## src/sv/dks_pkg.sv

```systemverilog
// Shared constants, types and bit-select functions for the DES key schedule.
// No dependencies; every other file refers to it by scoped names.
package dks_pkg;

	localparam int unsigned KEY_W    = 64;
	localparam int unsigned HALF_W   = 28;
	localparam int unsigned CD_W     = 56;
	localparam int unsigned SUBKEY_W = 48;
	localparam int unsigned ROUND_W  = 5;
	localparam int unsigned ROUNDS   = 16;
	localparam int unsigned QUEUE_DEPTH = 2;

	localparam logic [ROUND_W-1:0] FIRST_ROUND = ROUND_W'(1);
	localparam logic [ROUND_W-1:0] LAST_ROUND  = ROUND_W'(ROUNDS);

	typedef struct packed {
		logic              vld;
		logic [HALF_W-1:0] c;
		logic [HALF_W-1:0] d;
	} dks_halves_t;

	localparam byte unsigned PC1[CD_W] = '{
		57, 49, 41, 33, 25, 17, 9,
		1,  58, 50, 42, 34, 26, 18,
		10, 2,  59, 51, 43, 35, 27,
		19, 11, 3,  60, 52, 44, 36,
		63, 55, 47, 39, 31, 23, 15,
		7,  62, 54, 46, 38, 30, 22,
		14, 6,  61, 53, 45, 37, 29,
		21, 13, 5,  28, 20, 12, 4
	};

	localparam byte unsigned PC2[SUBKEY_W] = '{
		14, 17, 11, 24, 1,  5,
		3,  28, 15, 6,  21, 10,
		23, 19, 12, 4,  26, 8,
		16, 7,  27, 20, 13, 2,
		41, 52, 31, 37, 47, 55,
		30, 40, 51, 45, 33, 48,
		44, 49, 39, 56, 34, 53,
		46, 42, 50, 36, 29, 32
	};

	// DES numbers bits from 1 at the MSB.
	function automatic logic [CD_W-1:0] pc1(input logic [KEY_W-1:0] key);
		logic [CD_W-1:0] res;
		res = '0;
		for (int i = 0; i < CD_W; i++) begin
			res[CD_W-1-i] = key[KEY_W-int'(PC1[i])];
		end
		return res;
	endfunction

	function automatic logic [SUBKEY_W-1:0] pc2(input logic [HALF_W-1:0] c,
		input logic [HALF_W-1:0] d);
		logic [CD_W-1:0]     cd;
		logic [SUBKEY_W-1:0] res;
		cd  = {c, d};
		res = '0;
		for (int i = 0; i < SUBKEY_W; i++) begin
			res[SUBKEY_W-1-i] = cd[CD_W-int'(PC2[i])];
		end
		return res;
	endfunction

	// Rounds 1, 2, 9 and 16 rotate by one, all others by two.
	function automatic logic shift_two(input logic [ROUND_W-1:0] rnd);
		logic two;
		case (rnd) inside
			5'd1, 5'd2, 5'd9, 5'd16: two = 1'b0;
			default:                 two = 1'b1;
		endcase
		return two;
	endfunction

	function automatic logic [HALF_W-1:0] rotl28(input logic [HALF_W-1:0] x,
		input logic two);
		logic [HALF_W-1:0] res;
		if (two) begin
			res = {x[HALF_W-3:0], x[HALF_W-1:HALF_W-2]};
		end else begin
			res = {x[HALF_W-2:0], x[HALF_W-1]};
		end
		return res;
	endfunction

endpackage

```

## src/sv/dks_front.sv

```systemverilog
// Front end: takes key beats and splits them through PC-1 into C and D halves.
// Depends on dks_pkg; feeds dks_queue.
module dks_front (
	input  logic                       in_valid,
	output logic                       in_stall,
	input  logic [dks_pkg::KEY_W-1:0]  key,
	input  logic                       queue_full,
	output dks_pkg::dks_halves_t       push
);

	logic [dks_pkg::CD_W-1:0] cd;

	assign cd       = dks_pkg::pc1(key);
	assign in_stall = queue_full;

	assign push.vld = in_valid & ~queue_full;
	assign push.c   = cd[dks_pkg::CD_W-1:dks_pkg::HALF_W];
	assign push.d   = cd[dks_pkg::HALF_W-1:0];

endmodule

```

## src/sv/dks_queue.sv

```systemverilog
// Short queue of C/D half pairs between the front end and the round engine.
// Depends on dks_pkg.
module dks_queue #(
	parameter int unsigned DEPTH = dks_pkg::QUEUE_DEPTH
) (
	input  logic                 clk,
	input  logic                 arst_n,
	input  dks_pkg::dks_halves_t push,
	input  logic                 pop,
	output dks_pkg::dks_halves_t head,
	output logic                 full
);

	localparam int unsigned PTR_W = (DEPTH > 1) ? $clog2(DEPTH) : 1;
	localparam int unsigned CNT_W = $clog2(DEPTH + 1);
	localparam logic [PTR_W-1:0] LAST_PTR = PTR_W'(DEPTH - 1);

	logic [dks_pkg::HALF_W-1:0] c_mem_q [DEPTH];
	logic [dks_pkg::HALF_W-1:0] d_mem_q [DEPTH];
	logic [PTR_W-1:0]           wr_ptr_q;
	logic [PTR_W-1:0]           rd_ptr_q;
	logic [CNT_W-1:0]           count_q;
	logic                       do_pop;

	assign full   = (count_q == CNT_W'(DEPTH));
	assign do_pop = pop & (count_q != '0);

	assign head.vld = (count_q != '0);
	assign head.c   = c_mem_q[rd_ptr_q];
	assign head.d   = d_mem_q[rd_ptr_q];

	always_ff @(posedge clk) begin
		if (push.vld) begin
			c_mem_q[wr_ptr_q] <= push.c;
			d_mem_q[wr_ptr_q] <= push.d;
		end
	end

	always_ff @(posedge clk or negedge arst_n) begin
		if (!arst_n) begin
			wr_ptr_q <= '0;
			rd_ptr_q <= '0;
			count_q  <= '0;
		end else begin
			if (push.vld) begin
				wr_ptr_q <= (wr_ptr_q == LAST_PTR) ? '0 : wr_ptr_q + 1'b1;
			end
			if (do_pop) begin
				rd_ptr_q <= (rd_ptr_q == LAST_PTR) ? '0 : rd_ptr_q + 1'b1;
			end
			case ({push.vld, do_pop})
				2'b10:   count_q <= count_q + 1'b1;
				2'b01:   count_q <= count_q - 1'b1;
				default: count_q <= count_q;
			endcase
		end
	end

endmodule

```

## src/sv/dks_back.sv

```systemverilog
// Round engine: rotates the halves once per round and registers the PC-2 subkey.
// Depends on dks_pkg; pops dks_queue.
module dks_back (
	input  logic                          clk,
	input  logic                          arst_n,
	input  dks_pkg::dks_halves_t          head,
	output logic                          pop,
	output logic                          out_valid,
	input  logic                          out_stall,
	output logic [dks_pkg::SUBKEY_W-1:0]  subkey,
	output logic [dks_pkg::ROUND_W-1:0]   round_number,
	output logic                          last
);

	logic                         busy_q;
	logic [dks_pkg::HALF_W-1:0]   c_q;
	logic [dks_pkg::HALF_W-1:0]   d_q;
	logic [dks_pkg::ROUND_W-1:0]  rnd_q;
	logic                         out_valid_q;
	logic [dks_pkg::SUBKEY_W-1:0] subkey_q;
	logic [dks_pkg::ROUND_W-1:0]  round_q;
	logic                         last_q;

	logic                         advance;
	logic                         fire;
	logic [dks_pkg::ROUND_W-1:0]  rnd;
	logic [dks_pkg::HALF_W-1:0]   c_src;
	logic [dks_pkg::HALF_W-1:0]   d_src;
	logic [dks_pkg::HALF_W-1:0]   c_rot;
	logic [dks_pkg::HALF_W-1:0]   d_rot;
	logic                         two;

	// Output register frees up when empty or when its beat is taken.
	assign advance = ~out_valid_q | ~out_stall;
	assign fire    = advance & (busy_q | head.vld);
	assign pop     = fire & ~busy_q;

	// Between keys, start round 1 straight from the queue head.
	assign rnd   = busy_q ? rnd_q : dks_pkg::FIRST_ROUND;
	assign c_src = busy_q ? c_q : head.c;
	assign d_src = busy_q ? d_q : head.d;
	assign two   = dks_pkg::shift_two(rnd);
	assign c_rot = dks_pkg::rotl28(c_src, two);
	assign d_rot = dks_pkg::rotl28(d_src, two);

	always_ff @(posedge clk) begin
		if (fire) begin
			c_q      <= c_rot;
			d_q      <= d_rot;
			subkey_q <= dks_pkg::pc2(c_rot, d_rot);
			round_q  <= rnd;
			last_q   <= (rnd == dks_pkg::LAST_ROUND);
		end
	end

	always_ff @(posedge clk or negedge arst_n) begin
		if (!arst_n) begin
			busy_q      <= 1'b0;
			rnd_q       <= dks_pkg::FIRST_ROUND;
			out_valid_q <= 1'b0;
		end else begin
			if (fire) begin
				out_valid_q <= 1'b1;
				busy_q      <= (rnd != dks_pkg::LAST_ROUND);
				rnd_q       <= rnd + 1'b1;
			end else if (advance) begin
				out_valid_q <= 1'b0;
			end
		end
	end

	assign out_valid    = out_valid_q;
	assign subkey       = subkey_q;
	assign round_number = round_q;
	assign last         = last_q;

endmodule

```

## src/sv/des_key_schedule_top.sv

```systemverilog
// Top level of the DES key schedule: front end, half queue and round engine.
// Depends on dks_pkg, dks_front, dks_queue and dks_back.
//
//  channel | handshake            | payload
//  --------+----------------------+-----------------------------------------
//  input   | in_valid / in_stall  | key[63:0]
//  output  | out_valid / out_stall| subkey[47:0], round_number[4:0], last
//
// Each key yields 16 subkey beats, one per cycle while out_stall is low, from the single
// round engine, which pops the next key from the queue only after round 16 has been issued.
// The first subkey is computed straight from the queue head and registered when the key is popped.
// Reset clears the queue and engine control; no clearing pass.
// in_stall rises only when the queue is full; out_stall holds the output register.
module des_key_schedule_top #(
	parameter int unsigned QUEUE_DEPTH = dks_pkg::QUEUE_DEPTH
) (
	input  logic                          clk,
	input  logic                          arst_n,
	input  logic                          in_valid,
	output logic                          in_stall,
	input  logic [dks_pkg::KEY_W-1:0]     key,
	output logic                          out_valid,
	input  logic                          out_stall,
	output logic [dks_pkg::SUBKEY_W-1:0]  subkey,
	output logic [dks_pkg::ROUND_W-1:0]   round_number,
	output logic                          last
);

	dks_pkg::dks_halves_t push;
	dks_pkg::dks_halves_t head;
	logic                 queue_full;
	logic                 pop;

	dks_front u_front (
		.in_valid   (in_valid),
		.in_stall   (in_stall),
		.key        (key),
		.queue_full (queue_full),
		.push       (push)
	);

	dks_queue #(
		.DEPTH (QUEUE_DEPTH)
	) u_queue (
		.clk    (clk),
		.arst_n (arst_n),
		.push   (push),
		.pop    (pop),
		.head   (head),
		.full   (queue_full)
	);

	dks_back u_back (
		.clk          (clk),
		.arst_n       (arst_n),
		.head         (head),
		.pop          (pop),
		.out_valid    (out_valid),
		.out_stall    (out_stall),
		.subkey       (subkey),
		.round_number (round_number),
		.last         (last)
	);

	a_last_is_round16: assert property (@(posedge clk) disable iff (!arst_n)
		out_valid && last |-> round_number == dks_pkg::LAST_ROUND)
		else $error("last flag on a round other than 16");

	a_round_in_range: assert property (@(posedge clk) disable iff (!arst_n)
		out_valid |-> round_number != '0 && round_number <= dks_pkg::LAST_ROUND)
		else $error("round number out of range");

	a_round_steps: assert property (@(posedge clk) disable iff (!arst_n)
		out_valid && !out_stall && !last ##1 out_valid |->
		round_number == $past(round_number) + 1'b1)
		else $error("subkey rounds not consecutive");

endmodule
```

## config.mk

```make
export PLATFORM = sky130hd
export DESIGN_NAME = des_key_schedule_top
export DESIGN_NICKNAME = d
export VERILOG_FILES = /design/src/sv/dks_pkg.sv /design/src/sv/dks_front.sv /design/src/sv/dks_queue.sv /design/src/sv/dks_back.sv /design/src/sv/des_key_schedule_top.sv
export SDC_FILE = /design/constraint.sdc
export NUM_CORES = 1
export LEC_CHECK = 0
export ABC_AREA = 0
export BUFFER_PORTS_ARGS = -buffer_cell sky130_fd_sc_hd__buf_4
export CELL_PAD_IN_SITES_DETAIL_PLACEMENT = 1
export CELL_PAD_IN_SITES_GLOBAL_PLACEMENT = 1
export CORE_ASPECT_RATIO = 0.7
export CORE_MARGIN = 1.5
export CORE_UTILIZATION = 42
export CTS_CLUSTER_SIZE = 10
export DETAILED_ROUTE_END_ITERATION = 16
export HOLD_SLACK_MARGIN = 0.15
export PLACE_DENSITY = 0.82
export SYNTH_ARGS = -nofsm -noshare
export SYNTH_HDL_FRONTEND = slang
export SYNTH_HIERARCHICAL = 1
export SYNTH_SLANG_ARGS = --single-unit
```

## constraint.sdc

```tcl
create_clock -name clk -period 3.5 [get_ports clk]
set_input_delay 0.35 -clock clk [delete_from_list [all_inputs] [get_ports clk]]
set_output_delay 0.35 -clock clk [all_outputs]
set_load 0.01 [all_outputs]
```

==> summary.md <==
| Metric | Value |
|---|---|
| Status | `finished, final reports clean` |
| Synth Area in Compound Gates | `0.0514` |
| Hold WC Path Type | `in2reg` |
| DP HPWL | `between 10 and 15 mm` |
| Synthesis-to-layout area growth | `17.5%` |
| Max Cap Viol | `0` |
| Post-synth EDFFs | `174` |
| Worst path max stage delay | `a little over 0.6 ns` |
| Synth Flop Type | `edfxtp_1` |
| Critical path arrival | `around 2.8 ns` |
| Num CTS Buffers | `17` |
| Rows | `43` |
| Seq/Total Area, Yosys | `0.642` |
| Placed cells | `between 900 and 1000` |
| Synth top area share | `0.610` |
| GRT Total Usage | `0.175` |
| Clock sinks | `around 190` |
| Number of global-route vias before repair | `roughly 5300` |
| Final setup vio count | `0` |
| GP Congestion | `approximately 0.8` |
| Clock Latency Late Sink | `0.42 ns` |
| GRT overflow | `0` |
| CP required | `3.63 ns` |
| Fraction of registers with async set/reset | `0.0595` |
| Mux contribution to synthesized area | `0.0879` |
| Core Area | `19900 sq um` |
| Layout Nets | `788` |
| Post-CTS setup buffer count | `0` |
| RSZ-0062 raised after global routing | `false` |
| Relative slew slack | `0.294` |
| Startpoint Class | `flip-flop` |
| WL/cell | `18.2 um` |
| DR iter-0 viols | `between 300 and 400` |
| P per Cell Area | `881 nW/um^2` |
| CP max FO | `37` |
| F_max | `0.382 GHz` |
| ANT cells | `0` |
| Commonest cells in the netlist | `174 x edfxtp_1, 116 x nand2_1, 106 x buf_4` |
| Cells after Synth | `around 660` |
| Maximum vdd ir drop | `0.409 mV` |
| Starting Density | `0.430` |
| XOR/XNOR Fraction of Synth Area | `0.00613` |
| Final max-slew violation count | `0` |
| Cell Area, Synth | `around 8600 sq um` |
| Worst Tran Pin Value | `1.06 ns` |
| Post-Layout Cell Count | `roughly 1000` |
| Drt pass-1 iters | `5` |
| Pleak | `between 0.003 and 0.004 uW` |
| DR vias/cell | `5.01` |
| Final min period | `2.62 ns` |
| Clk pin slew, worst setup/hold paths | `roughly 0.070 ns` |
| Clock Skew | `about 0.012 ns` |
| Post-Route WL | `between 15 and 20 mm` |
| Vias | `roughly 5000` |
| Final Hold Fails | `0` |
| Top Ports | `approximately 120` |
| Final Cycle Share | `0.748` |
| Die Wd | `between 150 and 200 um` |
| Crit Path Category | `reg2reg` |
| Worst-path cell chain | `or2_1 -> o2bb2ai_1 -> inv_2 -> buf_4` |
| ANT nets after route | `0` |
| Most common cell in the netlist | `edfxtp_1` |
| Post-Synth Adder-Cell Area | `0.00146` |
| Initial antenna violation count | `0` |
| CP top delay family | `buffers and inverters` |
| CP bufs+invs | `2` |
| H-tree Lvls | `4` |
| Die Area | `between 20000 and 25000 sq um` |
| CTS Root Cell | `clkbuf_16` |
| Synth warn | `6` |
| Synth Area in Simple Gates | `0.0926` |
| Setup TNS | `0 ns` |
| Port Buf Inserts | `115` |
| Largest family of logic cells by synthesized area | `buffers and inverters` |
| Yosys reg bits | `approximately 190` |
| Slowest CP cell | `o2bb2ai_1` |
| CTS tree | `yes` |
| Synthesized net count | `approximately 730` |
| Share of cells above drive strength 1 | `0.302` |
| First-pass GRT wire length | `~28 mm` |
| Post-synth top area cell | `edfxtp_1` |
| Die height | `about 120 um` |
| Avg Inst Size Synth | `roughly 13 sq um` |
| Residual DRC | `0` |
| CTS max path bufs | `2` |
| Endpoint class of the critical path | `flip-flop` |
| Dominant cells by area after synthesis | `edfxtp_1 61%, buf_4 9.3%, mux2_4 5.3%` |
| Largest net degree at the start of global routing | `65` |
| Netlist cell types | `35` |
-- per-stage QoR --
step / worst slack [ns] / hold WS, ns / util / area [sq um] / total power [uW]
after floorplan: 0.882 / 0.0544 / - / 8570 / 6150
after global placement: 1.14 / 0.187 / 0.447 / 8900 / 6730
after detailed placement: 0.920 / 0.207 / 0.447 / 8900 / 6910
after CTS: 0.895 / 0.206 / 0.506 / 10100 / 8960
after global routing: 0.752 / 0.228 / 0.506 / 10100 / 9350
final: 0.883 / 0.221 / 0.506 / 10100 / 8870
-- where the power goes --
group / total [uW] / switching, uW / internal [uW]
clock: 1980 / 846 / 1130
sequential: 4100 / 649 / 3450
combinational: 2800 / 1420 / 1380
total: 8870 / 2910 / 5960
-- worst paths after layout --
path	end	slack (ns)	from	cells past startpoint
min reg2reg	u_queue/count_q[1]	0.49	u_queue/count_q[1]	1
max	u_back/c_q[3]	0.88	u_queue/count_q[0]	4
max in group asynchronous	u_back/rnd_q[0]	2.94	arst_n	2
max reg2reg	u_back/c_q[3]	0.88	u_queue/count_q[0]	4
min	u_back/out_valid	0.22	out_stall	3
min in group asynchronous	u_back/out_valid	0.32	arst_n	2
-- layout make-up --
| type | instances | area (sq um) |
|---|---|---|
| inverters | 4 | 15.0 |
| multi-input cells | 331 | 2070 |
| flip-flops and latches | 185 | 5510 |
| fillers | 2034 | 9840 |
| clock buffers | 18 | 429 |
| repair buffers | 180 | 1530 |
| well taps | 270 | 338 |
| clock inverters | 14 | 171 |
-- placed cells by master (no fill, tap or decap), drive strengths merged --
cell type,Yosys,layout
edfxtp,174,174
buf,124,123
nand2,116,116
nor2,63,63
dlygate4sd3,0,57
a31oi,56,56
mux2,56,56
clkbuf,15,18
dfrtp,10,10
inv,4,8
a21oi,7,7
and2,5,5
xor2,4,4
clkinv,0,4
clkinvlp,0,3
bufinv,0,3
o21ai,3,3
a21o,3,3
nand2b,2,2
nor3,2,2
xnor2,2,2
nor2b,2,2
nor4b,1,1
nor4,1,1
o2bb2ai,1,1
nand4,1,1
or3,1,1
a22o,1,1
nand3,1,1
mux2i,1,1
dfstp,1,1
or2,1,1
ha,1,1
-- registers in the layout, indices dropped and copies added (netlist names) --
signal,cells
u_back/busy_q,1
u_back/c_q,27
u_back/d_q,27
u_back/last,1
u_back/out_valid,1
u_back/rnd_q,5
u_back/round_number,5
u_back/subkey,2
u_queue/c_mem_q,56
u_queue/count_q,2
u_queue/d_mem_q,56
u_queue/rd_ptr_q,1
u_queue/wr_ptr_q,1
-- worst register-to-register path: stages (launching register included) --
cell and delay, ns:
dfrtp_1 0.42, or2_1 0.28, o2bb2ai_1 0.61, inv_2 0.54
buf_4 0.45
-- cells by family after synthesis --
group / after synthesis
AND/OR/NAND/NOR: 196
multiplexers: 57
XOR/XNOR: 6
AO/OA/AOI/OAI: 71
adder cells (fa/ha/maj): 1
flip-flops: 185
buffers and inverters: 143
-- repair_timing --
action                                 in CTS  in global routing
hold buffers                               57                  0
endpoints found under the hold margin     123                  0
resized for setup                           0                  0
-- per-layer routing --
metal  track usage  routed length [um]  vias up
li1              -                   -     2342
met1         0.236                8430     2511
met2         0.283                8680      142
met3        0.0415                 881       24
met4        0.0517                 240        0
met5             0                   0        -
Power figures use the tool's default switching activity.
